===== src/rtl/bawb_pkg.sv =====
// ---------------------------------------------------------------------------
// BLE advertising framer package
// Shared constants, payload types and the unrolled CRC-24, whitening and
// bit-reversal functions used by the advertising framer.
// ---------------------------------------------------------------------------
package bawb_pkg;

   // Configuration port geometry.
   localparam int CSR_ADDR_WIDTH = 3;
   localparam int CSR_DATA_WIDTH = 32;
   localparam logic [0:0] REG_CHANNEL_INDEX = 1'b0;

   // Packet length limits and byte counter range.
   localparam int COUNT_WIDTH = 6;
   localparam logic [COUNT_WIDTH-1:0] COUNT_MAX = 6'd63;
   localparam logic [COUNT_WIDTH-1:0] MIN_PDU_BYTES = 6'd9;
   localparam logic [COUNT_WIDTH-1:0] MAX_PDU_BYTES = 6'd29;

   // CRC-24 in bit-reversed form.
   localparam logic [23:0] CRC_INIT = 24'hAAAAAA;
   localparam logic [23:0] CRC_TAPS = 24'hDA6000;

   // Whitening LFSR constants.
   localparam logic [6:0] CHANNEL_BASE = 7'd37;
   localparam logic [6:0] SEED_MARK = 7'h40;
   localparam logic [7:0] LFSR_TAPS = 8'h88;

   // Channel choice that selects the highest advertising channel.
   localparam logic [1:0] CHANNEL_TOP = 2'd2;

   // Number of CRC bytes that follow the last PDU byte.
   localparam logic [1:0] CRC_BYTES = 2'd3;

   // Whitening mask for one byte and the LFSR state after it.
   typedef struct packed {
      logic [7:0] mask;
      logic [6:0] lfsr;
   } whiten_type;

   // Whitening seed for an advertising channel choice; three saturates.
   function automatic logic [6:0] seed_for_channel(input logic [1:0] chan);
      logic [1:0] sat;
      sat = (chan > CHANNEL_TOP) ? CHANNEL_TOP : chan;
      return (CHANNEL_BASE + {5'd0, sat}) | SEED_MARK;
   endfunction

   // Fold one byte, least significant bit first, into the CRC register.
   function automatic logic [23:0] crc_fold(input logic [23:0] crc,
                                            input logic [7:0] data);
      logic [23:0] c;
      logic        out_bit;
      c = crc;
      for (int i = 0; i < 8; i++) begin
         out_bit = c[0];
         c = c >> 1;
         if (out_bit != data[i]) begin
            c = c ^ CRC_TAPS;
         end
      end
      return c;
   endfunction

   // Run the whitening LFSR for eight steps, collecting the mask.
   function automatic whiten_type whiten(input logic [6:0] lfsr);
      logic [7:0] l;
      whiten_type res;
      l = {1'b0, lfsr};
      res.mask = 8'd0;
      for (int i = 0; i < 8; i++) begin
         if (l[0]) begin
            l = l ^ LFSR_TAPS;
            res.mask[i] = 1'b1;
         end
         l = {1'b0, l[7:1]};
      end
      res.lfsr = l[6:0];
      return res;
   endfunction

   // Reverse the bit order of a byte for the radio's MSB-first order.
   function automatic logic [7:0] reverse8(input logic [7:0] b);
      logic [7:0] r;
      for (int i = 0; i < 8; i++) begin
         r[i] = b[7-i];
      end
      return r;
   endfunction

endpackage


===== src/rtl/bawb_req_if.sv =====
// ---------------------------------------------------------------------------
// Framer request channel
// Valid/ready channel that carries one PDU byte and its last marker.
// ---------------------------------------------------------------------------
interface bawb_req_if;
   logic       valid;
   logic       ready;
   logic [7:0] pdu_byte;
   logic       is_last;

   modport source (output valid, output pdu_byte, output is_last, input ready);
   modport sink (input valid, input pdu_byte, input is_last, output ready);
endinterface


===== src/rtl/bawb_rsp_if.sv =====
// ---------------------------------------------------------------------------
// Framer response channel
// Valid/ready channel that carries one air byte and its packet flags.
// ---------------------------------------------------------------------------
interface bawb_rsp_if;
   logic       valid;
   logic       ready;
   logic [7:0] air_byte;
   logic       end_of_packet;
   logic       length_error;

   modport source (output valid, output air_byte, output end_of_packet,
                   output length_error, input ready);
   modport sink (input valid, input air_byte, input end_of_packet,
                 input length_error, output ready);
endinterface


===== src/rtl/ble_adv_crc_whiten_bitswap.sv =====
// ---------------------------------------------------------------------------
// BLE advertising PDU framer
// CRC-24 generation, data whitening and bit reversal of advertising PDUs.
// ---------------------------------------------------------------------------
// The host feeds the PDU one word (byte) at a time, header first, and marks
// the final byte with is_last. Each byte leaves as one whitened, bit-reversed
// air byte; after the final byte the three CRC bytes follow, the last of them
// carrying end_of_packet and, for a PDU outside 9 to 29 bytes, length_error.
// The block takes one byte per clock cycle unless the output stalls or CRC
// bytes are being sent: the CRC fold and the eight-step whitening run
// unrolled between the state registers and the output register. After the
// final byte the request channel is held off while the CRC bytes are sent.
// The whitening seed comes from channel_index as sampled with the first byte
// of each packet; write it only while no packet is in flight.
module ble_adv_crc_whiten_bitswap (
   input  logic                                 clock,
   input  logic                                 reset,
   bawb_req_if.sink                             req_link,
   bawb_rsp_if.source                           rsp_link,
   input  logic                                 csr_psel,
   input  logic                                 csr_penable,
   input  logic                                 csr_pwrite,
   input  logic [bawb_pkg::CSR_ADDR_WIDTH-1:0]  csr_paddr,
   input  logic [bawb_pkg::CSR_DATA_WIDTH-1:0]  csr_pwdata,
   output logic [bawb_pkg::CSR_DATA_WIDTH-1:0]  csr_prdata,
   output logic                                 csr_pready
);

   // Configuration and packet state.
   logic [1:0]                          channel_ff, channel_in;
   logic [23:0]                         crc_ff, crc_in;
   logic [6:0]                          lfsr_ff, lfsr_in;
   logic [bawb_pkg::COUNT_WIDTH-1:0]    count_ff, count_in;
   logic [1:0]                          drain_ff, drain_in;
   logic                                err_ff, err_in;

   // Output register.
   logic                                rsp_valid_ff, rsp_valid_in;
   logic [7:0]                          rsp_byte_ff, rsp_byte_in;
   logic                                rsp_eop_ff, rsp_eop_in;
   logic                                rsp_err_ff, rsp_err_in;

   logic                                csr_write;
   logic                                csr_hit;
   logic                                draining;
   logic                                out_load;
   logic                                accept;
   logic                                emit;
   logic                                pkt_start;
   logic [6:0]                          lfsr_src;
   logic [23:0]                         crc_base;
   logic [23:0]                         crc_next;
   logic [bawb_pkg::COUNT_WIDTH-1:0]    count_next;
   logic [7:0]                          emit_byte;
   bawb_pkg::whiten_type                wht;

   // Register access: one register at word zero, always ready.
   assign csr_pready = 1'b1;
   assign csr_hit    = (csr_paddr[2] == bawb_pkg::REG_CHANNEL_INDEX);
   assign csr_write  = csr_psel && csr_penable && csr_pwrite && csr_pready && csr_hit;
   assign csr_prdata = csr_hit ? {{(bawb_pkg::CSR_DATA_WIDTH-2){1'b0}}, channel_ff}
                               : '0;
   assign channel_in = csr_write ? csr_pwdata[1:0] : channel_ff;

   // Handshake: the output register frees a slot, and CRC bytes take priority.
   assign draining       = (drain_ff != 2'd0);
   assign out_load       = !rsp_valid_ff || rsp_link.ready;
   assign req_link.ready = out_load && !draining;
   assign accept         = req_link.valid && req_link.ready;
   assign emit           = accept || (draining && out_load);

   // The first byte of a packet starts from the seed and the CRC preset.
   assign pkt_start  = (count_ff == '0);
   assign lfsr_src   = (pkt_start && !draining)
                       ? bawb_pkg::seed_for_channel(channel_ff) : lfsr_ff;
   assign crc_base   = pkt_start ? bawb_pkg::CRC_INIT : crc_ff;
   assign crc_next   = bawb_pkg::crc_fold(crc_base, req_link.pdu_byte);
   assign count_next = (count_ff == bawb_pkg::COUNT_MAX)
                       ? count_ff : count_ff + 1'b1;

   // Whitening and reversal of whichever byte goes out this cycle.
   assign emit_byte  = draining ? crc_ff[7:0] : req_link.pdu_byte;
   assign wht        = bawb_pkg::whiten(lfsr_src);

   // Next state for the packet registers.
   always_comb begin
      crc_in   = crc_ff;
      lfsr_in  = lfsr_ff;
      count_in = count_ff;
      drain_in = drain_ff;
      err_in   = err_ff;
      if (accept) begin
         lfsr_in = wht.lfsr;
         crc_in  = crc_next;
         if (req_link.is_last) begin
            count_in = '0;
            drain_in = bawb_pkg::CRC_BYTES;
            err_in   = (count_next < bawb_pkg::MIN_PDU_BYTES) ||
                       (count_next > bawb_pkg::MAX_PDU_BYTES);
         end else begin
            count_in = count_next;
         end
      end else if (draining && out_load) begin
         // Shift the next CRC byte into place.
         lfsr_in  = wht.lfsr;
         crc_in   = {8'd0, crc_ff[23:8]};
         drain_in = drain_ff - 1'b1;
      end
   end

   // Next value of the output register.
   always_comb begin
      rsp_valid_in = rsp_valid_ff;
      rsp_byte_in  = rsp_byte_ff;
      rsp_eop_in   = rsp_eop_ff;
      rsp_err_in   = rsp_err_ff;
      if (out_load) begin
         rsp_valid_in = emit;
         if (emit) begin
            rsp_byte_in = bawb_pkg::reverse8(emit_byte ^ wht.mask);
            rsp_eop_in  = draining && (drain_ff == 2'd1);
            rsp_err_in  = draining && (drain_ff == 2'd1) && err_ff;
         end
      end
   end

   // Control and state registers.
   always_ff @(posedge clock) begin
      if (reset) begin
         channel_ff   <= 2'd0;
         crc_ff       <= bawb_pkg::CRC_INIT;
         lfsr_ff      <= bawb_pkg::seed_for_channel(2'd0);
         count_ff     <= '0;
         drain_ff     <= 2'd0;
         err_ff       <= 1'b0;
         rsp_valid_ff <= 1'b0;
      end else begin
         channel_ff   <= channel_in;
         crc_ff       <= crc_in;
         lfsr_ff      <= lfsr_in;
         count_ff     <= count_in;
         drain_ff     <= drain_in;
         err_ff       <= err_in;
         rsp_valid_ff <= rsp_valid_in;
      end
   end

   // Output payload registers.
   always_ff @(posedge clock) begin
      rsp_byte_ff <= rsp_byte_in;
      rsp_eop_ff  <= rsp_eop_in;
      rsp_err_ff  <= rsp_err_in;
   end

   assign rsp_link.valid         = rsp_valid_ff;
   assign rsp_link.air_byte      = rsp_byte_ff;
   assign rsp_link.end_of_packet = rsp_eop_ff;
   assign rsp_link.length_error  = rsp_err_ff;

endmodule

===== src/flat_wrapper.sv =====
// flat-port wrapper written by rule: the top's interface ports become plain ports
module ble_adv_crc_whiten_bitswap_flat 
  (clock, reset, csr_psel, csr_penable, csr_pwrite, csr_paddr, csr_pwdata, csr_prdata, csr_pready, req_link_valid, req_link_pdu_byte, req_link_is_last, req_link_ready, rsp_link_valid, rsp_link_air_byte, rsp_link_end_of_packet, rsp_link_length_error, rsp_link_ready);
  bawb_req_if req_link_i ();
  bawb_rsp_if rsp_link_i ();
  input  logic clock;
  input  logic reset;
  input  logic csr_psel;
  input  logic csr_penable;
  input  logic csr_pwrite;
  input  logic [bawb_pkg::CSR_ADDR_WIDTH-1:0] csr_paddr;
  input  logic [bawb_pkg::CSR_DATA_WIDTH-1:0] csr_pwdata;
  output logic [bawb_pkg::CSR_DATA_WIDTH-1:0] csr_prdata;
  output logic csr_pready;
  input wire logic [$bits(req_link_i.valid)-1:0] req_link_valid;
  input wire logic [$bits(req_link_i.pdu_byte)-1:0] req_link_pdu_byte;
  input wire logic [$bits(req_link_i.is_last)-1:0] req_link_is_last;
  output wire logic [$bits(req_link_i.ready)-1:0] req_link_ready;
  output wire logic [$bits(rsp_link_i.valid)-1:0] rsp_link_valid;
  output wire logic [$bits(rsp_link_i.air_byte)-1:0] rsp_link_air_byte;
  output wire logic [$bits(rsp_link_i.end_of_packet)-1:0] rsp_link_end_of_packet;
  output wire logic [$bits(rsp_link_i.length_error)-1:0] rsp_link_length_error;
  input wire logic [$bits(rsp_link_i.ready)-1:0] rsp_link_ready;
  assign req_link_i.valid = req_link_valid;
  assign req_link_i.pdu_byte = req_link_pdu_byte;
  assign req_link_i.is_last = req_link_is_last;
  assign req_link_ready = req_link_i.ready;
  assign rsp_link_valid = rsp_link_i.valid;
  assign rsp_link_air_byte = rsp_link_i.air_byte;
  assign rsp_link_end_of_packet = rsp_link_i.end_of_packet;
  assign rsp_link_length_error = rsp_link_i.length_error;
  assign rsp_link_i.ready = rsp_link_ready;
  ble_adv_crc_whiten_bitswap u_core (.clock(clock), .reset(reset), .req_link(req_link_i), .rsp_link(rsp_link_i), .csr_psel(csr_psel), .csr_penable(csr_penable), .csr_pwrite(csr_pwrite), .csr_paddr(csr_paddr), .csr_pwdata(csr_pwdata), .csr_prdata(csr_prdata), .csr_pready(csr_pready));
endmodule

===== config.mk =====
export PLATFORM = sky130hd
export DESIGN_NAME = ble_adv_crc_whiten_bitswap_flat
export DESIGN_NICKNAME = d
export VERILOG_FILES = /design/src/rtl/bawb_pkg.sv /design/src/rtl/bawb_req_if.sv /design/src/rtl/bawb_rsp_if.sv /design/src/rtl/ble_adv_crc_whiten_bitswap.sv /design/src/flat_wrapper.sv
export SDC_FILE = /design/constraint.sdc
export NUM_CORES = 1
export LEC_CHECK = 0
export BUFFER_PORTS_ARGS = -buffer_cell sky130_fd_sc_hd__buf_2
export CAP_MARGIN = 20
export CORE_UTILIZATION = 50
export CTS_BUF_LIST = sky130_fd_sc_hd__clkbuf_4 sky130_fd_sc_hd__clkbuf_8
export CTS_CLUSTER_DIAMETER = 80
export DETAILED_ROUTE_END_ITERATION = 7
export GPL_ROUTABILITY_DRIVEN = 0
export GPL_TIMING_DRIVEN = 0
export PLACE_DENSITY_LB_ADDON = 0.25
export SLEW_MARGIN = 10
export SYNTH_ARGS = -nofsm -noshare
export SYNTH_HDL_FRONTEND = slang
export SYNTH_SLANG_ARGS = --single-unit

===== constraint.sdc =====
create_clock -name clock -period 2.8 [get_ports clock]
set_input_delay 0.28 -clock clock [delete_from_list [all_inputs] [get_ports clock]]
set_output_delay 0.28 -clock clock [all_outputs]
set_load 0.01 [all_outputs]

==> results of run 1 <==
[flip-flops by register name (all words and copies together) (netlist names)]
| name | cells |
|---|---|
| u_core.crc_ff | 24 |
| u_core.rsp_link.air_byte | 8 |
| u_core.lfsr_ff | 7 |
| u_core.count_ff | 6 |
| u_core.channel_ff | 2 |
| u_core.drain_ff | 2 |
| u_core.err_ff | 1 |
| u_core.rsp_link.end_of_packet | 1 |
| u_core.rsp_link.length_error | 1 |
| u_core.rsp_link.valid | 1 |
[final timing paths]
check                                        start              endpoint  slack (ns)
worst max register to register  u_core.drain_ff[0]      u_core.crc_ff[5]        0.19
worst min register to register   u_core.crc_ff[10]      u_core.crc_ff[2]        0.47
worst max-delay path            u_core.drain_ff[0]      u_core.crc_ff[5]        0.19
worst min-delay path                 csr_pwdata[0]  u_core.channel_ff[0]        0.22
[per-layer routing]
metal  up-vias  GRT usage (%)
met5         -              0
met4         0           12.6
met3        26           3.18
met2       130           38.8
met1      1449           32.3
li1       1517              -
[stage by stage]
| stage | setup slack, ns | cell area, um2 |
|---|---|---|
| after floorplan | 0.720 | 3610 |
| after global placement | 0.220 | 3870 |
| after detailed placement | 0.182 | 3870 |
| after CTS | 0.192 | 3960 |
| after global routing | 0.0146 | 3960 |
| final | 0.189 | 3960 |
[cells by family (layout without fill, tap and decap cells)]
logic type               Yosys count  after routing  share of synthesized area [%]
AO/OA/AOI/OAI                     96             96                           16.4
XOR/XNOR                          69             69                           18.5
multiplexers                      11             11                           3.14
flip-flops                        53             53                           33.1
other                              2             31                          0.214
buffers and inverters             68            104                           11.1
adder cells (fa/ha/maj)            4              4                           1.43
AND/OR/NAND/NOR                  124            124                           16.2
[placed cells by master (no fill, tap or decap), types with 2 or more instances in the layout]
cell      Yosys  routed
o21ai_1      16      16
nand2b_1      3       3
a21oi_2       2       2
a21oi_1      37      37
o22ai_1       2       2
mux2i_1      11      11
xnor2_1      41      41
buf_4        31      31
inv_1        11      11
clkbuf_8      0       5
xor2_1       23      23
o21ai_0       7       7
nand2_1      38      38
a211oi_1      5       5
nand3_1      14      14
a31oi_1       8       8
nand4_1       2       2
clkbuf_1     16      16
o211ai_1      2       2
nor3_1        9       9
ha_1          4       4
dfxtp_1      43      43
and2_1        2       2
o221ai_1      5       5
edfxtp_1     10      10
nor2_1       41      41
a21o_1        3       3
xnor2_2       4       4
a22oi_1       4       4
conb_1        2      31
nor2b_1       6       6
clkinv_2      0       2
nand3b_1      2       2
buf_2         6      34
[final cells by class]
class | count | area share [%]
plain buffers | 56 | 8.65
well taps | 96 | 3.03
inverters | 12 | 1.14
clock buffers | 5 | 1.74
multi-input cells | 335 | 52.1
repair buffers | 28 | 3.54
clock inverters | 3 | 0.442
flip-flops and latches | 53 | 29.3
[worst max-delay path, stage by stage (launching register included)]
cell      delay [ns]
dfxtp_1         0.33
inv_1           0.07
ha_1            0.31
inv_2           0.08
o21ai_1         0.59
inv_1           0.30
clkbuf_1        0.48
nand2_1         0.24
nand3_1         0.08
[power breakdown]
part | internal, mW | switching (mW)
clock network | 0.174 | 0.264
logic | 0.684 | 1.06
registers | 1.07 | 0.169
total | 1.92 | 1.49
==> metrics.md, run 1 <==
| Metric | Value |
|---|---|
| Worst setup EP type | `register` |
| Die X | `about 86 um` |
| CTS clk-pin slew, worst paths | `between 0.1 and 0.15 ns` |
| DRC | `3` |
| Cts repair resizes | `0` |
| Sink Count | `53` |
| Worst reg-to-reg path cell count | `8` |
| Top sig layer | `met4` |
| GRT Overall Usage | `between 20% and 30%` |
| H-tree depth | `2` |
| CTS tree | `yes` |
| Final period util | `between 90% and 100%` |
| CP Data Required Time | `around 3.0 ns` |
| Largest cells by area after synthesis | `dfxtp_1 (25%), xnor2_1 (10%), edfxtp_1 (8.6%), buf_4 (6.6%), xor2_1 (5.7%)` |
| Postcts setup bufs | `0` |
| Row cnt | `30` |
| Vias in the first global route | `around 2700` |
| Cell count after synthesis | `between 400 and 500` |
| Startpoint Class | `register` |
| Nets | `about 550` |
| Reg area | `~1200 um2` |
| Setup TNS Final | `0 ns` |
| Number of diodes | `0` |
| RSZ-0062 raised after global routing | `no` |
| Core area | `between 6000 and 7000 um2` |
| Post-synth EDFFs | `10` |
| Drt pass-1 iters | `7` |
| Placed Cells | `580` |
| Total CTS buffers | `5` |
| Peak fanout along the critical path | `19` |
| Antenna viol nets, final | `0` |
| Worst Clk Skew | `~0.017 ns` |
| Final hold slack | `about 0.22 ns` |
| HP Class | `in2reg` |
| First-pass GRT wire length | `13.8 mm` |
| Clock latency on the worst-skew pair | `~0.31 ns` |
| Cell accounting for the most synthesized area | `dfxtp_1` |
| Outcome | `finished with violations` |
| Initial Utilization | `approximately half` |
| Worst-case clock buffer depth | `2` |
| Setup-failing EPs final | `0` |
| End-of-flow core utilization | `a little under 60%` |
| Hold_buf cts | `0` |
| Total grt overflow | `0` |
| Ports | `96` |
| Initial antenna violation count | `0` |
| Netlist cell types | `49` |
| Final Hold Vio Count | `0` |
| Detailed-route vias per instance | `approximately 5.3` |
| Slew HR | `between 30% and 40%` |
| Most instantiated cells after synthesis | `dfxtp_1 (43), nor2_1 (41), xnor2_1 (41)` |
| Clock Tree Root | `clkbuf_8` |
| WL final | `roughly 8.7 mm` |
| DR vias | `between 3000 and 4000` |
| DR WL met2 | `3.97 mm` |
| Critical path arrival | `~2.8 ns` |
| Ys async rst share | `0%` |
| Top_reg_cell synth | `dfxtp_1` |
| Sequential fraction of the synthesis area | `around a third` |
| Largest net degree at the start of global routing | `20` |
| Post-synth top area share | `about a quarter` |
| VDD IR-drop max | `between 0.2 and 0.3 mV` |
| Die area | `7350 um2` |
| DR WL/cell | `~15 um` |
| Area Growth Syn to Fin | `13.0%` |
| Non-filler cells, final | `about 590` |
| DP HPWL | `roughly 6.4 mm` |
| Max Cap Viol | `0` |
| Leakage | `about 1.6 nW` |
| Warnings, synthesis | `0` |
| WS Path Type | `reg2reg` |
| Multi-input combinational cell area | `around 2100 um2` |
| Share of cells above drive strength 1 | `between 10% and 20%` |
| Worst Hold Depth | `3` |
| Failing checks | `DRC` |
| Synthesized cell area | `3510 um2` |
| Initial DRC count | `270` |
| Met3 WL | `between 500 and 600 um` |
| Fin crit period | `between 2 and 3 ns` |
| Met1 wire length | `around 3.9 mm` |
| Power, Total | `3.41 mW` |
| Final Max Tran Viols | `0` |
| Maximum clock frequency | `roughly 0.38 GHz` |
| Count leader, synth | `dfxtp_1` |
| Buffers on Ports | `28` |
| Worst-margin pin slew | `0.972 ns` |
| Fillers | `about 650` |
| Flop and latch count out of synthesis | `53` |
| Syn avg cell area | `between 8 and 9 um2` |
| Power Density | `between 800 and 900 nW/um2` |
| Die outline height | `85.7 um` |
Power figures use the tool's default switching activity.
==> inputs of run 2 (changes only) <==
CELL_PAD_IN_SITES_DETAIL_PLACEMENT = 1   (was not set)
CELL_PAD_IN_SITES_GLOBAL_PLACEMENT = 1   (was not set)
CORE_UTILIZATION = 36   (was 50)
clock period = 2.33 ns   (was 2.8 ns; I/O delays follow)
==> run 2 against run 1 <==
Against the previous run:
- first-iteration DRC count down 56%
- clock power up 49%
- clock skew down 0.0030 ns
- combinational power up 32%
- the run now ends clean
- clock-buffer cell count up 1
==> metrics.md, run 2 (synthesis results as in run 1) <==
| Metric | Value |
|---|---|
| Reg area | `1160 um2 (+0.22%)` |
| CTS clk-pin slew, worst paths | `0.10 ns (about the same)` |
| Setup-failing EPs final | `0 (unchanged)` |
| Most frequent cells in the layout | `nor2_1 (41), dfxtp_1 (41), xnor2_1 (40), nand2_1 (38), a21oi_1 (36)` |
| Worst-margin pin slew | `0.732 ns (-0.240 ns)` |
| Final Max Tran Viols | `0 (unchanged)` |
| Fillers | `1154 (+78%)` |
| Max incr delay on CP | `0.58 ns (about the same)` |
| VDD IR-drop max | `0.314 mV (+22%)` |
| End-of-flow core utilization | `44.2% (-14 points)` |
| Total CTS buffers | `5 (unchanged)` |
| Worst setup EP type | `register` |
| Number of diodes | `0 (unchanged)` |
| Multi-input combinational cell area | `2120 um2 (+2.4%)` |
| Max Cap Viol | `0 (unchanged)` |
| Max reg flops | `24 (unchanged)` |
| Worst R2R Setup Slack | `0.12 ns (-0.06 ns)` |
| R2r startpoint | `u_core.drain_ff[0]` |
| GRT Overall Usage | `22.0% (-2.3 points)` |
| WL final | `10.6 mm (+23%)` |
| Worst-case clock buffer depth | `2 (unchanged)` |
| Vias in the first global route | `3216 (+18%)` |
| Clock latency on the worst-skew pair | `0.32 ns (about the same)` |
| Die area | `10100 um2 (+38%)` |
| Die X | `101 um (+17%)` |
| Share of cells above drive strength 1 | `20.7% (+3.7 points)` |
| Worst hold endpoint | `u_core.channel_ff[0]` |
| Nets | `551 (+0.92%)` |
| Critical path arrival | `2.44 ns (-0.37 ns)` |
| Drt pass-1 iters | `4 (-3)` |
| DRC | `0 (-3)` |
| FF-to-FF End | `u_core.crc_ff[18]` |
| Initial Utilization | `37.6% (-14 points)` |
| Initial antenna violation count | `0 (unchanged)` |
| Slew HR | `51.2% (+16 points)` |
| WS Path Type | `reg2reg` |
| Core area | `9330 um2 (+37%)` |
| Slowest cell on the critical path | `clkbuf_1` |
| First-pass GRT wire length | `16.9 mm (+23%)` |
| CP Cell Sequence | `inv_1, ha_1, inv_2, o21ai_4, clkbuf_1, a22oi_1, nor2_1` |
| Detailed-route vias per instance | `5.02 (-5.5%)` |
| Sink Count | `53 (unchanged)` |
| Largest net degree at the start of global routing | `20 (unchanged)` |
| Leakage | `1.71 nW (+4.5%)` |
| Peak fanout along the critical path | `10 (-9)` |
| Fin crit period | `2.21 ns (-0.405 ns)` |
| Antenna viol nets, final | `0 (unchanged)` |
| Maximum clock frequency | `0.453 GHz (+18%)` |
| Initial DRC count | `118 (-56%)` |
| Die outline height | `101 um (+17%)` |
| Buffers on Ports | `28 (unchanged)` |
| Most flop-heavy register | `u_core.crc_ff` |
| Area Growth Syn to Fin | `17.7%` |
| Power Density | `1070 nW/um2 (+25%)` |
| DP HPWL | `7.83 mm (+23%)` |
| DR WL/cell | `17.0 um (+15%)` |
| CP Data Required Time | `2.57 ns (-0.43 ns)` |
| Final period util | `94.6% (+1.4 points)` |
| Row cnt | `35 (+17%)` |
| Startpoint Class | `register` |
| CTS tree | `yes` |
| H-tree depth | `2 (unchanged)` |
| Outcome | `complete, no violations` |
| Total grt overflow | `0 (unchanged)` |
| Final Hold Vio Count | `0 (unchanged)` |
| Clock Tree Root | `clkbuf_8` |
| Worst Hold Launch | `csr_pwdata[0]` |
| Setup TNS Final | `0 ns (unchanged)` |
| DR vias | `3142 (+0.64%)` |
| Ports | `96 (unchanged)` |
| Worst Hold Depth | `3 (unchanged)` |
| Worst Clk Skew | `0.0143 ns (-0.00297 ns)` |
| HP Class | `in2reg` |
| RSZ-0062 raised after global routing | `yes` |
| Worst reg-to-reg path cell count | `7 (-1)` |
[run 2: cell types whose count changed in the layout (fill, tap and decap cells not counted), moves of 2 or more]
cell	previous run	this run
buf_4	31	35
clkbuf_1	16	11
clkbuf_2	1	5
clkinv_2	2	0
dfxtp_1	43	41
dfxtp_2	0	2
[run 2: worst max path at each step]
| stage | startpoint | to |
|---|---|---|
| global placement | u_core.drain_ff[0] | u_core.crc_ff[5] |
| finish | u_core.drain_ff[0] | u_core.crc_ff[18] |
| floorplan | u_core.count_ff[0] | u_core.crc_ff[15] |
| CTS | u_core.count_ff[1] | u_core.crc_ff[15] |
| global route | u_core.drain_ff[0] | u_core.crc_ff[6] |
| detailed placement | u_core.drain_ff[0] | u_core.crc_ff[5] |
[run 2: final cells by class]
type                            instances  share of cell area [%]
Multi-Input combinational cell        335                    51.3
Clock inverter                          2                   0.819
Clock buffer                            6                    1.85
Buffer                                 56                    8.61
Inverter                               12                    1.09
Sequential cell                        53                    28.2
Tap cell                              129                    3.91
Timing Repair Buffer                   33                    4.24
[run 2: what timing repair did]
| item | in CTS | in global routing |
|---|---|---|
| resized for setup | 11 | 12 |
| hold endpoints to repair | 0 | 0 |
| hold buffers | 0 | 0 |
| gates cloned | 0 | 1 |
| buffers inserted | 1 | 3 |
| pin swaps | 1 | 2 |
| setup endpoints to repair | 44 | 21 |
[run 2: worst max-delay path: cells and delay by family (launching register included)]
family | cells | cell delay (ns)
fa+ha+maj | 1 | 0.35
simple gates | 1 | 0.12
compound gates | 2 | 0.52
buf+inv | 3 | 0.79
flops | 1 | 0.35
[run 2: routing by layer]
metal / vias up / track usage [%] / routed length, um
li1: 1526 / - / -
met1: 1503 / 27.9 / 4750
met2: 95 / 38.7 / 5150
met3: 18 / 2.77 / 484
met4: 0 / 7.13 / 242
met5: - / 0 / 0
[run 2: where the power goes]
group	total [mW]	internal (mW)	leakage (nW)	switching, mW
logic	2.29	0.877	1.20	1.41
registers	1.49	1.28	0.455	0.210
clock network	0.652	0.330	0.0563	0.322
total	4.43	2.49	1.71	1.94
[run 2: stage by stage]
stage	hold slack, ns	power (mW)	instance area, um2	setup WS [ns]	cells
final	0.156	4.43	4130	0.125	626
after global routing	0.163	4.74	4130	-0.00787	626
after floorplan	0.377	3.03	3610	0.250	456
after CTS	0.160	4.40	4070	0.0243	622
after detailed placement	0.447	3.67	3920	-0.423	613
after global placement	0.448	3.61	3920	-0.365	613
==> inputs of run 3 (changes only) <==
CELL_PAD_IN_SITES_DETAIL_PLACEMENT = not set   (was 1)
CELL_PAD_IN_SITES_GLOBAL_PLACEMENT = not set   (was 1)
CORE_UTILIZATION = 49   (was 36)
==> run 3 against run 2 <==
Against the previous run:
- sequential power about the same
- utilization increased by 14 points
- largest power group unchanged
- critical path depth increased by 1
- sequential share of layout area increased by 0.91 points
- non-clock buffer count decreased by 4
- final area decreased by 3.1%
- critical endpoint is now u_core.crc_ff[15]
- worst hold slack got worse by 0.0077 ns
- first-iteration DRC count increased by 90%
- global-route usage increased by 2.6 points
- register-to-register slack got worse by 0.02 ns
==> metrics.md, run 3 (synthesis results as in run 1) <==
| Metric | Value |
|---|---|
| Outcome | `complete, no violations` |
| R2r startpoint | `u_core.count_ff[0]` |
| Share of cells above drive strength 1 | `19.1% (-1.7 points)` |
| Total grt overflow | `0 (unchanged)` |
| Non-filler cells, final | `589 (-5.9%)` |
| Most flop-heavy register | `u_core.crc_ff` |
| Final Hold Vio Count | `0 (unchanged)` |
| DR WL/cell | `15.1 um (-11%)` |
| Die X | `86.6 um (-14%)` |
| Detailed-route vias per instance | `5.30 (+5.5%)` |
| CTS tree | `yes` |
| Initial antenna violation count | `0 (unchanged)` |
| Clock latency on the worst-skew pair | `0.32 ns (about the same)` |
| Die area | `7500 um2 (-26%)` |
| Final period util | `95.7% (+1.0 points)` |
| Worst hold endpoint | `u_core.channel_ff[0]` |
| Peak fanout along the critical path | `5 (-5)` |
| GRT Overall Usage | `24.7% (+2.6 points)` |
| Buffers on Ports | `28 (unchanged)` |
| Power, Total | `4.16 mW (-6.2%)` |
| Die outline height | `86.6 um (-14%)` |
| Worst Hold Launch | `csr_pwdata[0]` |
| Final worst slack | `0.101 ns (-0.0243 ns)` |
| Initial DRC count | `224 (+90%)` |
| CTS clk-pin slew, worst paths | `0.10 ns (about the same)` |
| FF-to-FF End | `u_core.crc_ff[15]` |
| H-tree depth | `2 (unchanged)` |
| RSZ-0062 raised after global routing | `no` |
| Nets | `547 (-0.73%)` |
| Total CTS buffers | `5 (unchanged)` |
| Multi-input combinational cell area | `2080 um2 (-1.7%)` |
| Leakage | `1.67 nW (-2.4%)` |
| Worst-margin pin slew | `0.700 ns (-0.0317 ns)` |
| Worst reg-to-reg path cell count | `8 (+1)` |
| Core area | `6870 um2 (-26%)` |
| Placed Cells | `580 (-5.4%)` |
| Largest net degree at the start of global routing | `20 (unchanged)` |
| VDD IR-drop max | `0.356 mV (+13%)` |
| First-pass GRT wire length | `14.1 mm (-16%)` |
| Hold_buf cts | `0 (unchanged)` |
| HP Class | `in2reg` |
| Max Cap Viol | `0 (unchanged)` |
| Fillers | `640 (-45%)` |
| Most frequent cells in the layout | `xnor2_1 (41), nor2_1 (41), dfxtp_1 (41), nand2_1 (38), a21oi_1 (36)` |
| Antenna viol nets, final | `0 (unchanged)` |
| WS Path Type | `reg2reg` |
| Fin crit period | `2.23 ns (+0.0243 ns)` |
| Worst Hold Depth | `3 (unchanged)` |
| Critical path arrival | `2.49 ns (+0.05 ns)` |
| Maximum clock frequency | `0.449 GHz (-1.1%)` |
| Sink Count | `53 (unchanged)` |
| Reg area | `1160 um2 (unchanged)` |
| Number of diodes | `0 (unchanged)` |
| Setup Slack @ Placement | `-0.293 ns (+0.130 ns)` |
| Ports | `96 (unchanged)` |
| Startpoint Class | `register` |
| Final Max Tran Viols | `0 (unchanged)` |
| Initial Utilization | `51.0% (+13 points)` |
| Vias in the first global route | `2852 (-11%)` |
| Power Density | `1040 nW/um2 (-3.2%)` |
| Final hold slack | `0.149 ns (-0.00768 ns)` |
| WL final | `8.88 mm (-16%)` |
| Worst R2R Setup Slack | `0.10 ns (-0.02 ns)` |
| DR vias | `3120 (-0.70%)` |
| DP HPWL | `6.52 mm (-17%)` |
| Slew HR | `53.3% (+2.1 points)` |
| Worst-case clock buffer depth | `2 (unchanged)` |
| Area Growth Syn to Fin | `14.0%` |
| Row cnt | `30 (-14%)` |
| Worst Clk Skew | `0.00992 ns (-0.00433 ns)` |
| Setup-failing EPs final | `0 (unchanged)` |
| Max reg flops | `24 (unchanged)` |
| Clock Tree Root | `clkbuf_8` |
| Drt pass-1 iters | `5 (+1)` |
| CP Data Required Time | `2.59 ns (+0.02 ns)` |
| DRC | `0 (unchanged)` |
| Worst setup EP type | `register` |
-- run 3: changes by cell type in the layout (fill, tap and decap cells not counted), sizes merged --
| cell | change |
|---|---|
| clkinv | +1 |
| clkbuf | -1 |
| buf | -4 |
| clkinvlp | +1 |
| bufinv | -1 |
-- run 3: critical path, cell delays in order (launching register included) --
cell,delay [ns]
dfxtp_2,0.37
inv_1,0.08
ha_1,0.23
nor2b_4,0.15
a21oi_2,0.22
xnor2_2,0.19
xnor3_1,0.40
or4_1,0.42
nand4_1,0.11
-- run 3: routing by layer --
layer	global-route usage, %	vias to the layer above	wire, um
met4	8.18	0	185
met2	40.3	145	4150
met3	5.62	19	654
li1	-	1525	-
met1	32.2	1431	3890
met5	0	-	0
-- run 3: cell type report --
class / instances / area share [%]
clock inverter: 3 / 0.438
clock buffer: 5 / 1.72
timing repair buffer: 29 / 3.69
multi-input combinational: 335 / 52.1
sequential: 53 / 29.1
tap: 96 / 3.00
buffer: 56 / 8.86
inverter: 12 / 1.13
-- run 3: worst max-delay path by stage --
stage                             end  cells past startpoint                from
finish              u_core.crc_ff[15]                      8  u_core.count_ff[0]
global route        u_core.crc_ff[14]                      8  u_core.drain_ff[0]
CTS                 u_core.crc_ff[15]                      8  u_core.count_ff[0]
detailed placement   u_core.crc_ff[5]                      8  u_core.drain_ff[0]
global placement     u_core.crc_ff[5]                      8  u_core.drain_ff[0]
floorplan           u_core.crc_ff[15]                      8  u_core.count_ff[0]
-- run 3: through the flow --
stage | cell area (um2) | util [%] | setup TNS [ns]
4_1_cts | 3970 | 57.8 | 0
3_5_place_dp | 3870 | 56.4 | -4.95
5_1_grt | 4000 | 58.2 | 0
2_1_floorplan | 3610 | - | 0
3_3_place_gp | 3870 | 56.4 | -3.52
6_report | 4000 | 58.2 | 0
-- run 3: repair_timing --
| item | 4_1_cts | 5_1_grt |
|---|---|---|
| setup endpoints to repair | 30 | 19 |
| setup buffers | 0 | 1 |
| pin swaps | 0 | 2 |
| hold endpoints to repair | 0 | 0 |
| resized for setup | 4 | 13 |
-- run 3: report_power, final --
group	leakage, nW	internal [mW]	switching (mW)
Clock	0.0439	0.208	0.317
Sequential	0.455	1.28	0.203
Combinational	1.17	0.843	1.30
Total	1.67	2.33	1.82
